--- src/hdl/llpr_pkg.sv ---
// Shared types, codes and constants of the lidar label projection raster.
`timescale 1ns / 1ps
package llpr_pkg;

   // Default geometry of the label raster and the dilation window.
   localparam int DEF_RASTER_COLS   = 1024;
   localparam int DEF_RASTER_ROWS   = 512;
   localparam int DEF_DILATE_RADIUS = 3;

   // Quotient bits produced by the restoring divider.
   localparam int DIV_STEPS = 64;

   // Operation codes of the input transaction; code three reads as well.
   localparam logic [1:0] OP_CLEAR    = 2'd0;
   localparam logic [1:0] OP_ADD      = 2'd1;
   localparam logic [1:0] OP_READ     = 2'd2;
   localparam logic [1:0] OP_READ_ALT = 2'd3;

   // Result status codes.
   typedef enum logic [2:0] {
      STATUS_WRITTEN   = 3'd0,
      STATUS_REJ_CLASS = 3'd1,
      STATUS_REJ_NEAR  = 3'd2,
      STATUS_REJ_OFF   = 3'd3,
      STATUS_READ      = 3'd4,
      STATUS_CLEARED   = 3'd5
   } status_type;

   // Configuration register indexes.
   typedef enum logic [2:0] {
      CSR_ROT_ROW0  = 3'd0,
      CSR_ROT_ROW1  = 3'd1,
      CSR_ROT_ROW2  = 3'd2,
      CSR_TRANS     = 3'd3,
      CSR_FOCAL     = 3'd4,
      CSR_PRINCIPAL = 3'd5,
      CSR_CLASS_A   = 3'd6,
      CSR_CLASS_B   = 3'd7
   } csr_index_type;

   // Configuration reset values: identity pose, fx = fy = 700, cx = 512, cy = 256.
   localparam logic [53:0] RST_ROT_ROW0  = 54'd65536;
   localparam logic [53:0] RST_ROT_ROW1  = 54'd17179869184;
   localparam logic [53:0] RST_ROT_ROW2  = 54'd4503599627370496;
   localparam logic [59:0] RST_TRANS     = 60'd0;
   localparam logic [47:0] RST_FOCAL     = 48'd48103636582400;
   localparam logic [47:0] RST_PRINCIPAL = 48'd17592188141568;
   localparam logic [47:0] RST_CLASS_A   = 48'd206161051708;
   localparam logic [47:0] RST_CLASS_B   = 48'd347897593928;

   // Multiply sequence: nine rotation products, then eight projection partials.
   typedef enum logic [4:0] {
      STEP_AX0 = 5'd0,  STEP_AX1 = 5'd1,  STEP_AX2 = 5'd2,
      STEP_AY0 = 5'd3,  STEP_AY1 = 5'd4,  STEP_AY2 = 5'd5,
      STEP_AZ0 = 5'd6,  STEP_AZ1 = 5'd7,  STEP_AZ2 = 5'd8,
      STEP_NC0 = 5'd9,  STEP_NC1 = 5'd10, STEP_NC2 = 5'd11, STEP_NC3 = 5'd12,
      STEP_NR0 = 5'd13, STEP_NR1 = 5'd14, STEP_NR2 = 5'd15, STEP_NR3 = 5'd16
   } mul_step_type;

   // Input transaction payload.
   typedef struct packed {
      logic [1:0]         operation;
      logic signed [23:0] point_x;
      logic signed [23:0] point_y;
      logic signed [23:0] point_z;
      logic [15:0]        class_label;
      logic [8:0]         pixel_row;
      logic [9:0]         pixel_col;
   } req_payload_type;

   // Result transaction payload.
   typedef struct packed {
      logic [2:0]  status;
      logic [15:0] label;
      logic [8:0]  out_row;
      logic [9:0]  out_col;
   } rsp_payload_type;

   // Commands from the controller to the datapath.
   typedef struct packed {
      logic         capture;
      logic         clr_init;
      logic         clr_we;
      logic         mul_en;
      logic         acc_en;
      mul_step_type step;
      logic         div_load;
      logic         div_step;
      logic         div_finish;
      logic         div_row;
      logic         add_we;
      logic         win_init;
      logic         win_read;
      logic         rsp_load;
      status_type   rsp_status;
   } dp_cmd_type;

   // Status from the datapath to the controller.
   typedef struct packed {
      logic class_ok;
      logic too_near;
      logic off_image;
      logic clr_last;
      logic win_last;
   } dp_status_type;

endpackage

--- src/hdl/llpr_ctrl.sv ---
// Controller state machine that sequences clear, add-point and read operations.
`timescale 1ns / 1ps
module llpr_ctrl
   import llpr_pkg::*;
(
   input  logic          clock,
   input  logic          reset,
   input  logic          req_valid,
   input  logic [1:0]    req_op,
   output logic          req_stall,
   output logic          rsp_valid,
   input  logic          rsp_stall,
   output dp_cmd_type    cmd,
   input  dp_status_type status
);

   typedef enum logic [11:0] {
      S_CLEAR  = 12'b0000_0000_0001,
      S_IDLE   = 12'b0000_0000_0010,
      S_CHECK  = 12'b0000_0000_0100,
      S_MUL    = 12'b0000_0000_1000,
      S_ACC    = 12'b0000_0001_0000,
      S_NEAR   = 12'b0000_0010_0000,
      S_DLOAD  = 12'b0000_0100_0000,
      S_DIV    = 12'b0000_1000_0000,
      S_DEND   = 12'b0001_0000_0000,
      S_WRITE  = 12'b0010_0000_0000,
      S_WIN    = 12'b0100_0000_0000,
      S_DONE   = 12'b1000_0000_0000
   } state_type;

   localparam int DIV_CNT_W = $clog2(DIV_STEPS);

   state_type              state_ff, state_in;
   mul_step_type           step_ff, step_in;
   logic [DIV_CNT_W-1:0]   div_cnt_ff, div_cnt_in;
   logic                   div_row_ff, div_row_in;
   logic                   from_op_ff, from_op_in;
   logic                   drain_ff, drain_in;
   status_type             result_ff, result_in;
   logic                   rsp_valid_ff, rsp_valid_in;

   // Next-state and command logic.
   always_comb begin
      state_in   = state_ff;
      step_in    = step_ff;
      div_cnt_in = div_cnt_ff;
      div_row_in = div_row_ff;
      from_op_in = from_op_ff;
      drain_in   = 1'b0;
      result_in  = result_ff;
      rsp_valid_in = rsp_valid_ff && rsp_stall;
      cmd        = '0;
      cmd.step   = step_ff;
      cmd.div_row = div_row_ff;
      cmd.rsp_status = result_ff;

      unique case (state_ff)
         S_IDLE: begin
            if (req_valid) begin
               cmd.capture = 1'b1;
               if (req_op == OP_CLEAR) begin
                  cmd.clr_init = 1'b1;
                  from_op_in   = 1'b1;
                  state_in     = S_CLEAR;
               end else if (req_op == OP_ADD) begin
                  state_in = S_CHECK;
               end else begin
                  cmd.win_init = 1'b1;
                  state_in     = S_WIN;
               end
            end
         end
         S_CLEAR: begin
            cmd.clr_we = 1'b1;
            if (status.clr_last) begin
               from_op_in = 1'b0;
               if (from_op_ff) begin
                  result_in = STATUS_CLEARED;
                  state_in  = S_DONE;
               end else begin
                  state_in = S_IDLE;
               end
            end
         end
         S_CHECK: begin
            if (!status.class_ok) begin
               result_in = STATUS_REJ_CLASS;
               state_in  = S_DONE;
            end else begin
               step_in  = STEP_AX0;
               state_in = S_MUL;
            end
         end
         S_MUL: begin
            cmd.mul_en = 1'b1;
            state_in   = S_ACC;
         end
         S_ACC: begin
            cmd.acc_en = 1'b1;
            if (step_ff == STEP_AZ2) begin
               state_in = S_NEAR;
            end else if (step_ff == STEP_NR3) begin
               div_row_in = 1'b0;
               state_in   = S_DLOAD;
            end else begin
               step_in  = mul_step_type'(step_ff + 5'd1);
               state_in = S_MUL;
            end
         end
         S_NEAR: begin
            if (status.too_near) begin
               result_in = STATUS_REJ_NEAR;
               state_in  = S_DONE;
            end else begin
               step_in  = STEP_NC0;
               state_in = S_MUL;
            end
         end
         S_DLOAD: begin
            cmd.div_load = 1'b1;
            div_cnt_in   = '0;
            state_in     = S_DIV;
         end
         S_DIV: begin
            cmd.div_step = 1'b1;
            div_cnt_in   = div_cnt_ff + 1'b1;
            if (div_cnt_ff == DIV_CNT_W'(DIV_STEPS - 1)) begin
               state_in = S_DEND;
            end
         end
         S_DEND: begin
            cmd.div_finish = 1'b1;
            if (div_row_ff) begin
               state_in = S_WRITE;
            end else begin
               div_row_in = 1'b1;
               state_in   = S_DLOAD;
            end
         end
         S_WRITE: begin
            if (status.off_image) begin
               result_in = STATUS_REJ_OFF;
            end else begin
               cmd.add_we = 1'b1;
               result_in  = STATUS_WRITTEN;
            end
            state_in = S_DONE;
         end
         S_WIN: begin
            // Issue window reads; the drain flag holds off the result until the last read lands.
            if (drain_ff) begin
               result_in = STATUS_READ;
               state_in  = S_DONE;
            end else begin
               cmd.win_read = 1'b1;
               drain_in     = status.win_last;
            end
         end
         S_DONE: begin
            if (!rsp_valid_ff || !rsp_stall) begin
               cmd.rsp_load = 1'b1;
               rsp_valid_in = 1'b1;
               state_in     = S_IDLE;
            end
         end
         default: begin
            state_in = S_IDLE;
         end
      endcase
   end

   // State registers.
   always_ff @(posedge clock) begin
      if (reset) begin
         state_ff     <= S_CLEAR;
         step_ff      <= STEP_AX0;
         div_cnt_ff   <= '0;
         div_row_ff   <= 1'b0;
         from_op_ff   <= 1'b0;
         drain_ff     <= 1'b0;
         result_ff    <= STATUS_WRITTEN;
         rsp_valid_ff <= 1'b0;
      end else begin
         state_ff     <= state_in;
         step_ff      <= step_in;
         div_cnt_ff   <= div_cnt_in;
         div_row_ff   <= div_row_in;
         from_op_ff   <= from_op_in;
         drain_ff     <= drain_in;
         result_ff    <= result_in;
         rsp_valid_ff <= rsp_valid_in;
      end
   end

   assign req_stall = (state_ff != S_IDLE);
   assign rsp_valid = rsp_valid_ff;

endmodule

--- config.mk ---
export PLATFORM = sky130hd
export DESIGN_NAME = llpr_ctrl
export DESIGN_NICKNAME = d
export VERILOG_FILES = /design/src/hdl/llpr_pkg.sv /design/src/hdl/llpr_ctrl.sv
export SDC_FILE = /design/constraint.sdc
export NUM_CORES = 1
export LEC_CHECK = 0
export BUFFER_PORTS_ARGS = -buffer_cell sky130_fd_sc_hd__clkbuf_2
export CAP_MARGIN = 20
export CORE_MARGIN = 2
export CORE_UTILIZATION = 50
export CTS_CLUSTER_DIAMETER = 30
export CTS_CLUSTER_SIZE = 20
export DETAILED_ROUTE_END_ITERATION = 8
export PLACE_DENSITY = 0.72
export SETUP_SLACK_MARGIN = 0.4
export SYNTH_ARGS = -nofsm -noshare
export SYNTH_HDL_FRONTEND = slang
export SYNTH_SLANG_ARGS = --single-unit
--- constraint.sdc ---
create_clock -name clock -period 2.8 [get_ports clock]
set_clock_uncertainty 0.05 [all_clocks]
set_input_delay 0.14 -clock clock [delete_from_list [all_inputs] [get_ports clock]]
set_output_delay 0.14 -clock clock [all_outputs]
set_load 0.05 [all_outputs]
==> impl_results.md <==
- Yosys top cell by area: dfxtp_1
- DR vias/cell: 5.92
- Final Critical Period: 2.34 ns
- RSZ-0062 raised after global routing: yes
- DRT Pass-1 Iters: 4
- Worst slew pin tran: 0.662 ns
- Most numerous cell in the Yosys netlist: dfxtp_1
- F_max: 427 MHz
- WL/cell: 15.2 microns
- Core Rows: 22
- Synth Net Count: 250
- Setup TNS: 0 ns
- Peak supply drop: 231 uV
- Antenna diodes: 0
- Period utilization: 0.836
- Crit path max fanout: 14
- Synth Register Bits: 30
- Mapped Cells: 236
- Core Region: 3720 sq um
- Drt drc: 0
- Asr flop ratio synth: 0
- Critical Path Sink Type: output port
- Arrival time worst endpoint: 2.15 ns
- Clock H-tree levels: 2
- Share of the synthesized area in the top cell type: 0.308
- Root Buffer: clkbuf_8
- Top cells by area, synth: dfxtp_1 31%, a21oi_1 4.6%, nor2_1 4.0%
- Synth Area per Inst: 8.25 sq um
- Drt initial violations: 102
- Tot Pwr: 0.946 mW
- Post-synthesis sequential area ratio: 0.308
- Die area: 4410 sq um
- Post-synth EDFFs: 0
- Global-route wire length before repair: 7720 microns
- Clock latency on the worst-skew pair: 0.28 ns
- CTS tree: built
- Initial antenna violation count: 0
- Largest net degree at the start of global routing: 21
- Top Ports: 34
- Initial core utilization: 0.524
- Layout Cells excl Fill: 314
- Nets: 280
- Synth unique cells: 54
- Hold slack: 0.0429 ns
- Worst EP required: 2.61 ns
- Num Clock Sinks: 30
- Hold Crit Class: in2reg
- Final Hold Fails: 0
- Via count: 1859
- Status: completed
- Vias in the first global route: 1612
- Placed cell count: 302
- Max-Slew Margin vs Limit: 0.555
- Die height: 66.4 microns
- Port Buffers: 33
- Crit Path Class: reg2out
- Setup crit start kind: register
- Placer Congestion: 0.881
- DRT Wirelength: 4760 microns
- Ys flop type: dfxtp_1
- Fin. max-slew vios: 0
- P_leak: 0.950 nW
- Number of buffers created by CTS: 5
- Count of final setup violators: 0
- Grt ovf: 0
- Die X: 66.4 microns
- Cell Area, Synth: 1950 sq um
- Clock tree buffer depth: 2
- Share of layout cells above drive strength 1: 0.286
- Cell Pwr Density: 418 nW/um^2
- Reg clk slew, reported paths: 0.06 ns
- YS warnings: 0
- DP HPWL: 3360 microns
- Antenna-violating nets left: 0
- Fin util: 0.610
- Synth cell count leaders: 30 x dfxtp_1, 21 x nor2_1, 18 x a21oi_1
- P&R area growth vs syn: 16.4%
- Maxcap violations: 0
- Total GRT Usage: 0.229
[final cells by class]
class,count,area (sq um)
flip-flops and latches,30,614
fillers,348,1450
well taps,48,60.1
inverters,11,41.3
clock buffers,7,76.3
multi-input cells,178,1240
repair buffers,40,234
[state kept, by name (all words and copies together), names as in the netlist]
name        cells
result_ff       3
step_ff         5
div_cnt_ff      6
from_op_ff      1
div_row_ff      1
rsp_valid       1
drain_ff        1
state_ff       12
[cell usage in the layout (no fill, tap or decap), types with 2 or more instances in the layout]
cell type / instances
dfxtp_2: 8
xor2_1: 7
nand3b_1: 4
nand4b_1: 3
nor4_4: 3
nor2b_1: 5
nor2_4: 2
nand2_1: 10
clkbuf_1: 2
clkbuf_8: 6
or4_4: 3
o21ai_1: 2
inv_1: 10
o21a_1: 4
nand4_1: 3
buf_4: 7
nand3_2: 3
nor4_1: 4
a211oi_1: 4
nor2_1: 20
and2_1: 3
o2111ai_1: 2
and3_1: 6
and4_1: 3
a21oi_1: 18
ha_1: 3
dfxtp_1: 21
nor3b_1: 3
a22oi_1: 2
nand2b_1: 5
nor4b_1: 4
clkbuf_2: 30
nor3_1: 9
nand3_1: 9
o21ai_0: 13
[critical path, cell delays in order (launching register included)]
cell and delay, ns:
dfxtp_4 0.39, or4_4 0.59, nor2_4 0.18, nand3_2 0.11, or3_4 0.36, inv_1 0.07, clkbuf_8 0.17
[per-stage QoR]
step	area, sq um	worst slack (ns)
6_report	2270	0.459
4_1_cts	2230	0.408
3_5_place_dp	2100	0.533
3_3_place_gp	2100	0.522
2_1_floorplan	1960	0.402
5_1_grt	2270	0.334
[per-layer routing]
layer | vias up | global-route usage | routed length [microns]
li1 | 920 | - | -
met1 | 873 | 0.321 | 2280
met2 | 58 | 0.348 | 2140
met3 | 8 | 0.0511 | 268
met4 | 0 | 0.0689 | 67
met5 | - | 0 | 0
[logic make-up (layout without fill, tap and decap cells)]
| group | after synthesis | count (layout) | synth area share |
|---|---|---|---|
| and+or+nand+nor | 113 | 113 | 0.378 |
| buffers and inverters | 28 | 58 | 0.0713 |
| xor gates and xnor gates | 8 | 8 | 0.0360 |
| AOI/OAI and AO/OA | 54 | 54 | 0.187 |
| adders and majority gates | 3 | 3 | 0.0193 |
| DFF | 30 | 30 | 0.308 |
[report_power, final]
group          leakage (nW)  internal [mW]  switching (mW)
logic                 0.665         0.0637           0.106
registers             0.247          0.432          0.0174
clock network        0.0383          0.171           0.156
total                 0.950          0.666           0.280
[path summary, 6_finish.rpt]
path | depth (start not counted) | start | endpoint | slack (ns)
setup / recovery | 6 | state_ff[9] | cmd[19] | 0.46
hold / removal | 2 | status[0] | drain_ff | 0.04
setup reg to reg | 6 | state_ff[7] | result_ff[2] | 0.51
hold reg to reg | 2 | result_ff[1] | result_ff[1] | 0.41
[timing repair]
item | CTS | global route
pin swaps | 2 | 2
endpoints found under the setup margin | 4 | 8
hold buffers | 1 | 0
gates resized for setup | 11 | 8
buffers inserted | 2 | 2
endpoints found under the hold margin | 1 | 0
cloned | 0 | 0
No activity file was read; power rests on OpenSTA's default activity.
