--- config.mk ---
export PLATFORM = sky130hd
export DESIGN_NAME = llpr_datapath
export DESIGN_NICKNAME = d
export VERILOG_FILES = /design/src/hdl/llpr_pkg.sv /design/src/hdl/llpr_datapath.sv
export SDC_FILE = /design/constraint.sdc
export NUM_CORES = 2
export LEC_CHECK = 0
export ABC_AREA = 1
export BUFFER_PORTS_ARGS = -buffer_cell sky130_fd_sc_hd__buf_2
export CORE_AREA = 2 2 399 401
export CTS_BUF_LIST = sky130_fd_sc_hd__clkbuf_16
export CTS_CLUSTER_SIZE = 10
export DETAILED_ROUTE_END_ITERATION = 8
export DIE_AREA = 0 0 401 403
export PLACE_DENSITY_LB_ADDON = 0.12
export SYNTH_ARGS = -nofsm -noshare
export SYNTH_HDL_FRONTEND = slang
export SYNTH_SLANG_ARGS = --single-unit
--- constraint.sdc ---
create_clock -name clock -period 24 [get_ports clock]
set_input_delay 4.8 -clock clock [delete_from_list [all_inputs] [get_ports clock]]
set_output_delay 4.8 -clock clock [all_outputs]
set_load 0.05 [all_outputs]
--- src/hdl/llpr_pkg.sv ---
// Shared types, codes and constants of the lidar label projection raster.
`timescale 1ns / 1ps
package llpr_pkg;

   // Default geometry of the label raster and the dilation window.
   localparam int DEF_RASTER_COLS   = 1024;
   localparam int DEF_RASTER_ROWS   = 512;
   localparam int DEF_DILATE_RADIUS = 3;

   // Quotient bits produced by the restoring divider.
   localparam int DIV_STEPS = 64;

   // Operation codes of the input transaction; code three reads as well.
   localparam logic [1:0] OP_CLEAR    = 2'd0;
   localparam logic [1:0] OP_ADD      = 2'd1;
   localparam logic [1:0] OP_READ     = 2'd2;
   localparam logic [1:0] OP_READ_ALT = 2'd3;

   // Result status codes.
   typedef enum logic [2:0] {
      STATUS_WRITTEN   = 3'd0,
      STATUS_REJ_CLASS = 3'd1,
      STATUS_REJ_NEAR  = 3'd2,
      STATUS_REJ_OFF   = 3'd3,
      STATUS_READ      = 3'd4,
      STATUS_CLEARED   = 3'd5
   } status_type;

   // Configuration register indexes.
   typedef enum logic [2:0] {
      CSR_ROT_ROW0  = 3'd0,
      CSR_ROT_ROW1  = 3'd1,
      CSR_ROT_ROW2  = 3'd2,
      CSR_TRANS     = 3'd3,
      CSR_FOCAL     = 3'd4,
      CSR_PRINCIPAL = 3'd5,
      CSR_CLASS_A   = 3'd6,
      CSR_CLASS_B   = 3'd7
   } csr_index_type;

   // Configuration reset values: identity pose, fx = fy = 700, cx = 512, cy = 256.
   localparam logic [53:0] RST_ROT_ROW0  = 54'd65536;
   localparam logic [53:0] RST_ROT_ROW1  = 54'd17179869184;
   localparam logic [53:0] RST_ROT_ROW2  = 54'd4503599627370496;
   localparam logic [59:0] RST_TRANS     = 60'd0;
   localparam logic [47:0] RST_FOCAL     = 48'd48103636582400;
   localparam logic [47:0] RST_PRINCIPAL = 48'd17592188141568;
   localparam logic [47:0] RST_CLASS_A   = 48'd206161051708;
   localparam logic [47:0] RST_CLASS_B   = 48'd347897593928;

   // Multiply sequence: nine rotation products, then eight projection partials.
   typedef enum logic [4:0] {
      STEP_AX0 = 5'd0,  STEP_AX1 = 5'd1,  STEP_AX2 = 5'd2,
      STEP_AY0 = 5'd3,  STEP_AY1 = 5'd4,  STEP_AY2 = 5'd5,
      STEP_AZ0 = 5'd6,  STEP_AZ1 = 5'd7,  STEP_AZ2 = 5'd8,
      STEP_NC0 = 5'd9,  STEP_NC1 = 5'd10, STEP_NC2 = 5'd11, STEP_NC3 = 5'd12,
      STEP_NR0 = 5'd13, STEP_NR1 = 5'd14, STEP_NR2 = 5'd15, STEP_NR3 = 5'd16
   } mul_step_type;

   // Input transaction payload.
   typedef struct packed {
      logic [1:0]         operation;
      logic signed [23:0] point_x;
      logic signed [23:0] point_y;
      logic signed [23:0] point_z;
      logic [15:0]        class_label;
      logic [8:0]         pixel_row;
      logic [9:0]         pixel_col;
   } req_payload_type;

   // Result transaction payload.
   typedef struct packed {
      logic [2:0]  status;
      logic [15:0] label;
      logic [8:0]  out_row;
      logic [9:0]  out_col;
   } rsp_payload_type;

   // Commands from the controller to the datapath.
   typedef struct packed {
      logic         capture;
      logic         clr_init;
      logic         clr_we;
      logic         mul_en;
      logic         acc_en;
      mul_step_type step;
      logic         div_load;
      logic         div_step;
      logic         div_finish;
      logic         div_row;
      logic         add_we;
      logic         win_init;
      logic         win_read;
      logic         rsp_load;
      status_type   rsp_status;
   } dp_cmd_type;

   // Status from the datapath to the controller.
   typedef struct packed {
      logic class_ok;
      logic too_near;
      logic off_image;
      logic clr_last;
      logic win_last;
   } dp_status_type;

endpackage

--- src/hdl/llpr_datapath.sv ---
// Datapath: configuration, transform and projection arithmetic, divider, raster access.
`timescale 1ns / 1ps
module llpr_datapath
   import llpr_pkg::*;
#(
   parameter int RASTER_COLS   = DEF_RASTER_COLS,
   parameter int RASTER_ROWS   = DEF_RASTER_ROWS,
   parameter int DILATE_RADIUS = DEF_DILATE_RADIUS
) (
   input  logic                  clock,
   input  logic                  reset,
   input  dp_cmd_type            cmd,
   output dp_status_type         status,
   input  req_payload_type       req_payload,
   output rsp_payload_type       rsp_payload,
   input  logic                  csr_valid,
   input  logic [2:0]            csr_index,
   input  logic [59:0]           csr_data,
   output logic                  mem_wr_en,
   output logic [$clog2(RASTER_COLS*RASTER_ROWS)-1:0] mem_wr_addr,
   output logic [15:0]           mem_wr_data,
   output logic                  mem_rd_en,
   output logic [$clog2(RASTER_COLS*RASTER_ROWS)-1:0] mem_rd_addr,
   input  logic [15:0]           mem_rd_data
);

   localparam int DEPTH  = RASTER_COLS * RASTER_ROWS;
   localparam int ADDR_W = $clog2(DEPTH);
   localparam int COL_W  = $clog2(RASTER_COLS);
   localparam int ROW_W  = $clog2(RASTER_ROWS);
   localparam int SPAN   = 2 * DILATE_RADIUS + 1;
   localparam int WIN_W  = $clog2(SPAN + 1);
   localparam logic [ADDR_W-1:0] W_ADDR    = ADDR_W'(RASTER_COLS);
   localparam logic [ADDR_W-1:0] LAST_ADDR = ADDR_W'(DEPTH - 1);
   localparam logic [63:0] WIDTH_LIM  = 64'(RASTER_COLS);
   localparam logic [63:0] HEIGHT_LIM = 64'(RASTER_ROWS);

   // Configuration registers.
   logic [53:0] rot0_ff, rot1_ff, rot2_ff;
   logic [59:0] trans_ff;
   logic [47:0] focal_ff, principal_ff, class_a_ff, class_b_ff;

   always_ff @(posedge clock) begin
      if (reset) begin
         rot0_ff      <= RST_ROT_ROW0;
         rot1_ff      <= RST_ROT_ROW1;
         rot2_ff      <= RST_ROT_ROW2;
         trans_ff     <= RST_TRANS;
         focal_ff     <= RST_FOCAL;
         principal_ff <= RST_PRINCIPAL;
         class_a_ff   <= RST_CLASS_A;
         class_b_ff   <= RST_CLASS_B;
      end else if (csr_valid) begin
         unique case (csr_index_type'(csr_index))
            CSR_ROT_ROW0:  rot0_ff      <= csr_data[53:0];
            CSR_ROT_ROW1:  rot1_ff      <= csr_data[53:0];
            CSR_ROT_ROW2:  rot2_ff      <= csr_data[53:0];
            CSR_TRANS:     trans_ff     <= csr_data;
            CSR_FOCAL:     focal_ff     <= csr_data[47:0];
            CSR_PRINCIPAL: principal_ff <= csr_data[47:0];
            CSR_CLASS_A:   class_a_ff   <= csr_data[47:0];
            CSR_CLASS_B:   class_b_ff   <= csr_data[47:0];
         endcase
      end
   end

   // Captured input transaction.
   req_payload_type req_ff;

   always_ff @(posedge clock) begin
      if (cmd.capture) begin
         req_ff <= req_payload;
      end
   end

   // Class acceptance against the six configured ids.
   logic [15:0] cls;
   assign cls = req_ff.class_label;
   assign status.class_ok = (cls == class_a_ff[15:0])  || (cls == class_a_ff[31:16]) ||
                            (cls == class_a_ff[47:32]) || (cls == class_b_ff[15:0])  ||
                            (cls == class_b_ff[31:16]) || (cls == class_b_ff[47:32]);

   // Accumulators: camera coordinates in 2^-26 m and projection numerators.
   logic signed [43:0] ax_ff, ay_ff, az_ff;
   logic signed [61:0] ncol_ff, nrow_ff;
   logic signed [43:0] prod_ff, prod_in;
   logic signed [24:0] mul_a;
   logic signed [18:0] mul_b;
   logic signed [35:0] x_cam, y_cam, z_cam;
   logic signed [61:0] prod_ext, prod_sh;

   // Coordinates floored to 2^-18 m.
   assign x_cam = ax_ff[43:8];
   assign y_cam = ay_ff[43:8];
   assign z_cam = az_ff[43:8];

   // Operand selection for the shared 25 x 19 multiplier.
   always_comb begin
      case (cmd.step)
         STEP_AX0: begin mul_a = 25'(req_ff.point_x); mul_b = 19'($signed(rot0_ff[17:0]));  end
         STEP_AX1: begin mul_a = 25'(req_ff.point_y); mul_b = 19'($signed(rot0_ff[35:18])); end
         STEP_AX2: begin mul_a = 25'(req_ff.point_z); mul_b = 19'($signed(rot0_ff[53:36])); end
         STEP_AY0: begin mul_a = 25'(req_ff.point_x); mul_b = 19'($signed(rot1_ff[17:0]));  end
         STEP_AY1: begin mul_a = 25'(req_ff.point_y); mul_b = 19'($signed(rot1_ff[35:18])); end
         STEP_AY2: begin mul_a = 25'(req_ff.point_z); mul_b = 19'($signed(rot1_ff[53:36])); end
         STEP_AZ0: begin mul_a = 25'(req_ff.point_x); mul_b = 19'($signed(rot2_ff[17:0]));  end
         STEP_AZ1: begin mul_a = 25'(req_ff.point_y); mul_b = 19'($signed(rot2_ff[35:18])); end
         STEP_AZ2: begin mul_a = 25'(req_ff.point_z); mul_b = 19'($signed(rot2_ff[53:36])); end
         STEP_NC0: begin
            mul_a = $signed({1'b0, focal_ff[23:0]});
            mul_b = $signed({1'b0, x_cam[17:0]});
         end
         STEP_NC1: begin
            mul_a = $signed({1'b0, focal_ff[23:0]});
            mul_b = 19'($signed(x_cam[35:18]));
         end
         STEP_NC2: begin
            mul_a = $signed({1'b0, principal_ff[23:0]});
            mul_b = $signed({1'b0, z_cam[17:0]});
         end
         STEP_NC3: begin
            mul_a = $signed({1'b0, principal_ff[23:0]});
            mul_b = 19'($signed(z_cam[35:18]));
         end
         STEP_NR0: begin
            mul_a = $signed({1'b0, focal_ff[47:24]});
            mul_b = $signed({1'b0, y_cam[17:0]});
         end
         STEP_NR1: begin
            mul_a = $signed({1'b0, focal_ff[47:24]});
            mul_b = 19'($signed(y_cam[35:18]));
         end
         STEP_NR2: begin
            mul_a = $signed({1'b0, principal_ff[47:24]});
            mul_b = $signed({1'b0, z_cam[17:0]});
         end
         STEP_NR3: begin
            mul_a = $signed({1'b0, principal_ff[47:24]});
            mul_b = 19'($signed(z_cam[35:18]));
         end
         default: begin mul_a = '0; mul_b = '0; end
      endcase
   end

   assign prod_in  = mul_a * mul_b;
   assign prod_ext = 62'(prod_ff);
   assign prod_sh  = prod_ext <<< 18;

   // Product register.
   always_ff @(posedge clock) begin
      if (cmd.mul_en) begin
         prod_ff <= prod_in;
      end
   end

   // Accumulation of each product into its target; translation seeds the camera axes.
   always_ff @(posedge clock) begin
      if (cmd.capture) begin
         ax_ff   <= 44'($signed(trans_ff[19:0]))  <<< 16;
         ay_ff   <= 44'($signed(trans_ff[39:20])) <<< 16;
         az_ff   <= 44'($signed(trans_ff[59:40])) <<< 16;
         ncol_ff <= '0;
         nrow_ff <= '0;
      end else if (cmd.acc_en) begin
         case (cmd.step)
            STEP_AX0, STEP_AX1, STEP_AX2: ax_ff <= ax_ff + prod_ff;
            STEP_AY0, STEP_AY1, STEP_AY2: ay_ff <= ay_ff + prod_ff;
            STEP_AZ0, STEP_AZ1, STEP_AZ2: az_ff <= az_ff + prod_ff;
            STEP_NC0, STEP_NC2:           ncol_ff <= ncol_ff + prod_ext;
            STEP_NC1, STEP_NC3:           ncol_ff <= ncol_ff + prod_sh;
            STEP_NR0, STEP_NR2:           nrow_ff <= nrow_ff + prod_ext;
            STEP_NR1, STEP_NR3:           nrow_ff <= nrow_ff + prod_sh;
            default: begin end
         endcase
      end
   end

   // Depth of half a meter or less is rejected.
   assign status.too_near = (az_ff <= 44'sd33554432);

   // Restoring divider: quotient = (2|n| + d) / (2d), with d = 4096 * Z.
   logic signed [61:0] div_num;
   logic [61:0]        div_mag;
   logic [63:0]        div_dividend;
   logic [47:0]        div_den;
   logic [63:0]        quot_ff;
   logic [47:0]        rem_ff;
   logic               neg_ff;
   logic [48:0]        trial, trial_diff;
   logic               trial_ge;
   logic               coord_ok;

   assign div_num      = cmd.div_row ? nrow_ff : ncol_ff;
   assign div_mag      = div_num[61] ? 62'(-div_num) : 62'(div_num);
   assign div_dividend = {1'b0, div_mag, 1'b0} + {17'b0, z_cam[34:0], 12'b0};
   assign div_den      = {z_cam[34:0], 13'b0};
   assign trial        = {rem_ff, quot_ff[63]};
   assign trial_diff   = trial - {1'b0, div_den};
   assign trial_ge     = (trial >= {1'b0, div_den});

   always_ff @(posedge clock) begin
      if (cmd.div_load) begin
         quot_ff <= div_dividend;
         rem_ff  <= '0;
         neg_ff  <= div_num[61];
      end else if (cmd.div_step) begin
         quot_ff <= {quot_ff[62:0], trial_ge};
         rem_ff  <= trial_ge ? trial_diff[47:0] : trial[47:0];
      end
   end

   // A negative quotient other than zero is off the image.
   assign coord_ok = (!neg_ff || (quot_ff == 64'd0)) &&
                     (quot_ff < (cmd.div_row ? HEIGHT_LIM : WIDTH_LIM));

   logic [COL_W-1:0] col_ff;
   logic [ROW_W-1:0] row_ff;
   logic             col_off_ff, row_off_ff;

   always_ff @(posedge clock) begin
      if (cmd.div_finish) begin
         if (cmd.div_row) begin
            row_ff     <= quot_ff[ROW_W-1:0];
            row_off_ff <= !coord_ok;
         end else begin
            col_ff     <= quot_ff[COL_W-1:0];
            col_off_ff <= !coord_ok;
         end
      end
   end

   assign status.off_image = col_off_ff || row_off_ff;

   // Clearing sweep counter.
   logic [ADDR_W-1:0] clr_ff;

   always_ff @(posedge clock) begin
      if (reset || cmd.clr_init) begin
         clr_ff <= '0;
      end else if (cmd.clr_we) begin
         clr_ff <= clr_ff + 1'b1;
      end
   end

   assign status.clr_last = (clr_ff == LAST_ADDR);

   // Raster write port: clear sweep or accepted point.
   assign mem_wr_en   = cmd.clr_we || cmd.add_we;
   assign mem_wr_addr = cmd.clr_we ? clr_ff :
                        (ADDR_W'(row_ff) * W_ADDR + ADDR_W'(col_ff));
   assign mem_wr_data = cmd.clr_we ? 16'd0 : cls;

   // Window walk in row-major order around the requested pixel.
   logic [WIN_W-1:0]   wy_ff, wx_ff;
   logic signed [13:0] win_y, win_x;
   logic               center_ok, in_bounds;
   logic               rd_pend_ff;
   logic [15:0]        lab_ff;

   assign win_y = 14'(req_ff.pixel_row) + 14'(wy_ff) - 14'(DILATE_RADIUS);
   assign win_x = 14'(req_ff.pixel_col) + 14'(wx_ff) - 14'(DILATE_RADIUS);
   assign center_ok = (13'(req_ff.pixel_row) < 13'(RASTER_ROWS)) &&
                      (13'(req_ff.pixel_col) < 13'(RASTER_COLS));
   assign in_bounds = center_ok && !win_y[13] && !win_x[13] &&
                      (win_y[12:0] < 13'(RASTER_ROWS)) &&
                      (win_x[12:0] < 13'(RASTER_COLS));
   assign status.win_last = (wy_ff == WIN_W'(SPAN - 1)) && (wx_ff == WIN_W'(SPAN - 1));

   assign mem_rd_en   = cmd.win_read && in_bounds;
   assign mem_rd_addr = ADDR_W'(win_y[12:0]) * W_ADDR + ADDR_W'(win_x[12:0]);

   always_ff @(posedge clock) begin
      if (reset) begin
         wy_ff      <= '0;
         wx_ff      <= '0;
         rd_pend_ff <= 1'b0;
      end else begin
         rd_pend_ff <= mem_rd_en;
         if (cmd.win_init) begin
            wy_ff <= '0;
            wx_ff <= '0;
         end else if (cmd.win_read) begin
            if (wx_ff == WIN_W'(SPAN - 1)) begin
               wx_ff <= '0;
               wy_ff <= wy_ff + 1'b1;
            end else begin
               wx_ff <= wx_ff + 1'b1;
            end
         end
      end
   end

   // Keep the last nonzero label seen in the window.
   always_ff @(posedge clock) begin
      if (cmd.win_init) begin
         lab_ff <= '0;
      end else if (rd_pend_ff && (mem_rd_data != 16'd0)) begin
         lab_ff <= mem_rd_data;
      end
   end

   // Result register.
   rsp_payload_type rsp_ff;

   always_ff @(posedge clock) begin
      if (cmd.rsp_load) begin
         rsp_ff.status <= cmd.rsp_status;
         case (cmd.rsp_status)
            STATUS_WRITTEN: begin
               rsp_ff.label   <= cls;
               rsp_ff.out_row <= 9'(row_ff);
               rsp_ff.out_col <= 10'(col_ff);
            end
            STATUS_READ: begin
               rsp_ff.label   <= lab_ff;
               rsp_ff.out_row <= req_ff.pixel_row;
               rsp_ff.out_col <= req_ff.pixel_col;
            end
            default: begin
               rsp_ff.label   <= '0;
               rsp_ff.out_row <= '0;
               rsp_ff.out_col <= '0;
            end
         endcase
      end
   end

   assign rsp_payload = rsp_ff;

endmodule
==> results by group <==
Yosys
  – Syn Area/Cell: 7.130 um^2
  – Post-synthesis cell area: 89090 um^2
  – Net Count, Synth: 13756
  – Async SR Flop Fraction: 0%
  – Synth warnings: 0
  – Synth top cells by count: nand2_1 (2357), inv_1 (1821), nor2_1 (1780)
  – Yosys cell types: 66
  – Synthesized instance count: 12495
  – Synth area leaders: dfxtp_1 (15%), edfxtp_1 (12%), fa_1 (11%), nand2_1 (9.9%), ha_1 (7.9%)
  – Number of synthesized flops with an enable pin: 359
  – Seq/Total Area, Yosys: 27.29%
  – Post-synth top flop: dfxtp_1
  – Share of the synthesized area in the top cell type: 15.19%
  – Yosys reg bits: 1035
  – Most frequent cell after synthesis: nand2_1
  – Area leader, netlist: dfxtp_1

Power and ir drop
  – Switching part of the total: 41.55%
  – PwrDens: 65.54 nW/um^2
  – LEAKAGE: 45.58 nW
  – Clock group share of total power: 29.9%
  – Worst vdd ir: 0.00007007 V
  – Switching Power: 2.633 mW
  – Int Pwr: 3.705 mW
  – Logic pwr share: 37.2%
  – Sequential Power Share: 32.9%

GRT
  – Antenna violations before repair: 25
  – Largest net degree at the start of global routing: 162
  – Grt ovf: 0
  – GRT Resource Usage Total: 43.06%
  – Number of global-route vias before repair: 85736
  – Global-route wire length before repair: 525800 um

Clock tree
  – Clock buffers created by TritonCTS: 131
  – CTS tree: done
  – CTS Buffer Depth: 3
  – Clk sink count: 1035
  – Setup bufs post-CTS: 0
  – Post-CTS sizing: 0
  – Worst skew pair latency: 0.80 ns
  – Post-CTS Hold Buffers: 0
  – Htree depth: 4
  – Clock Pin Slew Worst Setup and Hold Paths: 0.05 ns
  – Root Buffer: clkbuf_16

Floorplan
  – Row cnt: 146
  – Chip height: 403 um
  – I/O pin cnt: 311
  – Full die area: 161600 um^2
  – Die width: 401 um
  – Core outline area: 157500 um^2
  – Starting density of the core: 56.58%

Timing
  – # setup viols final: 0
  – Fmax: 71.87 MHz
  – RSZ-0062 raised after global routing: false
  – Slew margin rel.: 11.56%
  – Worst-Margin Slew: 1.319 ns
  – Final worst path period share: 57.97%
  – Slew Limit Fails: 0
  – Min Tclk post-route: 13.91 ns
  – Sum Neg Setup Slack: 0 ns
  – Hold Slack: 0.4503 ns
  – Setup Skew: 0.05470 ns
  – Final Hold Viols: 0

Routing
  – Vias/cell: 6.058
  – Remaining DRCs: 0
  – 1st-pass router iterations: 9
  – Total Wirelength: 357400 um
  – DR WL/cell: 24.10 um
  – Antenna Violating Nets Remaining: 0
  – Iter 0 DRT Violations: 10475
  – Via count: 89828

Final layout
  – Nets: 13908
  – Fin area: 96710 um^2
  – Share of layout cells above drive strength 1: 6.142%
  – Area of the multi-input gates: 56120 um^2
  – # fillers: 14244
  – Area grow syn2layout: 8.550%
  – Storage element area: 24310 um^2

Setup path
  – Crit start category: input pin
  – Nature of the critical path endpoint: flip-flop
  – CP Class: input pin to flip-flop
  – CP max stage delay: 1.06 ns
  – Crit path arrival time: 14.44 ns
  – CP max-delay cell: a221oi_1
  – CP required: 24.52 ns
  – CP most frequent cell: fa_1
  – Critical Path Fanout Max: 20

Placed design
  – IO Port Bufs: 308
  – DP HPWL: 273900 um
  – Placed cell area: 92560 um^2
  – Final GP Congestion: 1.062

Run
  – Max-Cap Viols: 0

Hold path
  – Worst hold path class: flip-flop to flip-flop

Status
  – Outcome: finished clean
metrics by stage:
step,worst slack [ns],instances,utilization [%],power [mW]
floorplan,11.89,12495,-,3.593
global placement,9.656,14586,58.78,4.349
detailed placement,9.583,14586,58.78,4.387
CTS,10.35,14805,61.38,6.259
global route,9.850,14815,61.40,6.609
finish,10.09,14828,61.42,6.338
critical path: cells and delay by family:
family          cells  cell delay [ns]
fa+ha+maj           8             3.65
simple gates       11             2.04
buf+inv             9             2.03
compound gates      3             1.83
xor+xnor            1             0.07
sequential cells by signal (all words and copies together), names as in the netlist, 9 cells and up:
signal / cells
row_ff: 9
prod_ff: 44
principal_ff: 48
rot2_ff: 54
rsp_payload: 38
rem_ff: 48
class_b_ff: 48
req_ff: 91
lab_ff: 16
clr_ff: 19
ncol_ff: 62
focal_ff: 48
nrow_ff: 62
trans_ff: 60
ax_ff: 44
ay_ff: 44
col_ff: 10
cls: 16
class_a_ff: 48
az_ff: 44
rot1_ff: 54
quot_ff: 64
rot0_ff: 54
path summary, 6_finish.rpt:
| kind | cells after the start | slack (ns) | from | end |
|---|---|---|---|---|
| worst max-delay path | 32 | 10.09 | cmd[15] | prod_ff[42] |
| worst min-delay path | 2 | 0.45 | rot0_ff[24] | rot0_ff[24] |
| worst min register to register | 2 | 0.45 | rot0_ff[24] | rot0_ff[24] |
| worst max register to register | 24 | 14.77 | az_ff[33] | prod_ff[43] |
power groups by stage:
stage	sequential, mW	clock, mW	combinational, mW
final	2.09	1.89	2.36
after global placement	2.11	0	2.24
after global routing	2.09	1.96	2.56
after CTS	2.08	1.89	2.29
after floorplan	2.08	0	1.51
after detailed placement	2.11	0	2.27
layer usage:
layer  up-vias  track usage [%]  routed length (um)
met1     42063            52.24              131500
li1      41314                -                   -
met2      5171            66.92              156100
met3      1268            8.922               37250
met5         -                0                  81
met4        12            33.83               32430
cells by family (layout without fill, tap and decap cells):
family | count (synthesis) | count (layout) | share of synthesized area, %
other | 0 | 23 | 0
buffers and inverters | 2274 | 2512 | 9.826
AND/OR/NAND/NOR | 4975 | 4975 | 22.85
adder cells (fa/ha/maj) | 1049 | 1049 | 18.81
AO/OA/AOI/OAI | 2799 | 2799 | 17.66
flip-flops | 1035 | 1035 | 27.29
XOR/XNOR | 363 | 363 | 3.569
final cells by class:
type / count / area share, %
clock inverters: 86 / 0.7892
multi-input cells: 9186 / 58.02
clock buffers: 133 / 3.441
inverters: 1847 / 7.188
diodes: 23 / 0.05951
well taps: 2072 / 2.681
repair buffers: 446 / 2.677
flip-flops and latches: 1035 / 25.14
placed cells by master (no fill, tap or decap), types with 18 or more instances in the layout:
master     netlist  routed
nor2_1        1780    1764
inv_1         1821    1866
fa_1           484     484
o21a_1          42      42
a21oi_1        851     850
o21bai_1        75      75
nand2_1       2357    2357
nand3b_1        19      19
o221ai_1        18      18
clkbuf_16        0     133
a21boi_0        31      31
buf_4            0     139
or2_2           44      44
nor4_1          75      75
o22ai_1        107     107
nor2_2          26      39
dfxtp_1        676     676
a31oi_1        171     171
ha_1           565     565
a22o_1          29      29
a21o_1          69      69
a221oi_1        69      69
edfxtp_1       359     359
o211ai_1        67      67
inv_2           14      21
xnor2_1        131     131
diode_2          0      23
nand3_1        392     391
a211oi_1        21      21
buf_2           50     306
nand4_1        112     112
o21ai_0       1190    1189
xor2_1         232     232
nand2_2         25      25
nor3_1         100     100
Power figures use the tool's default switching activity.
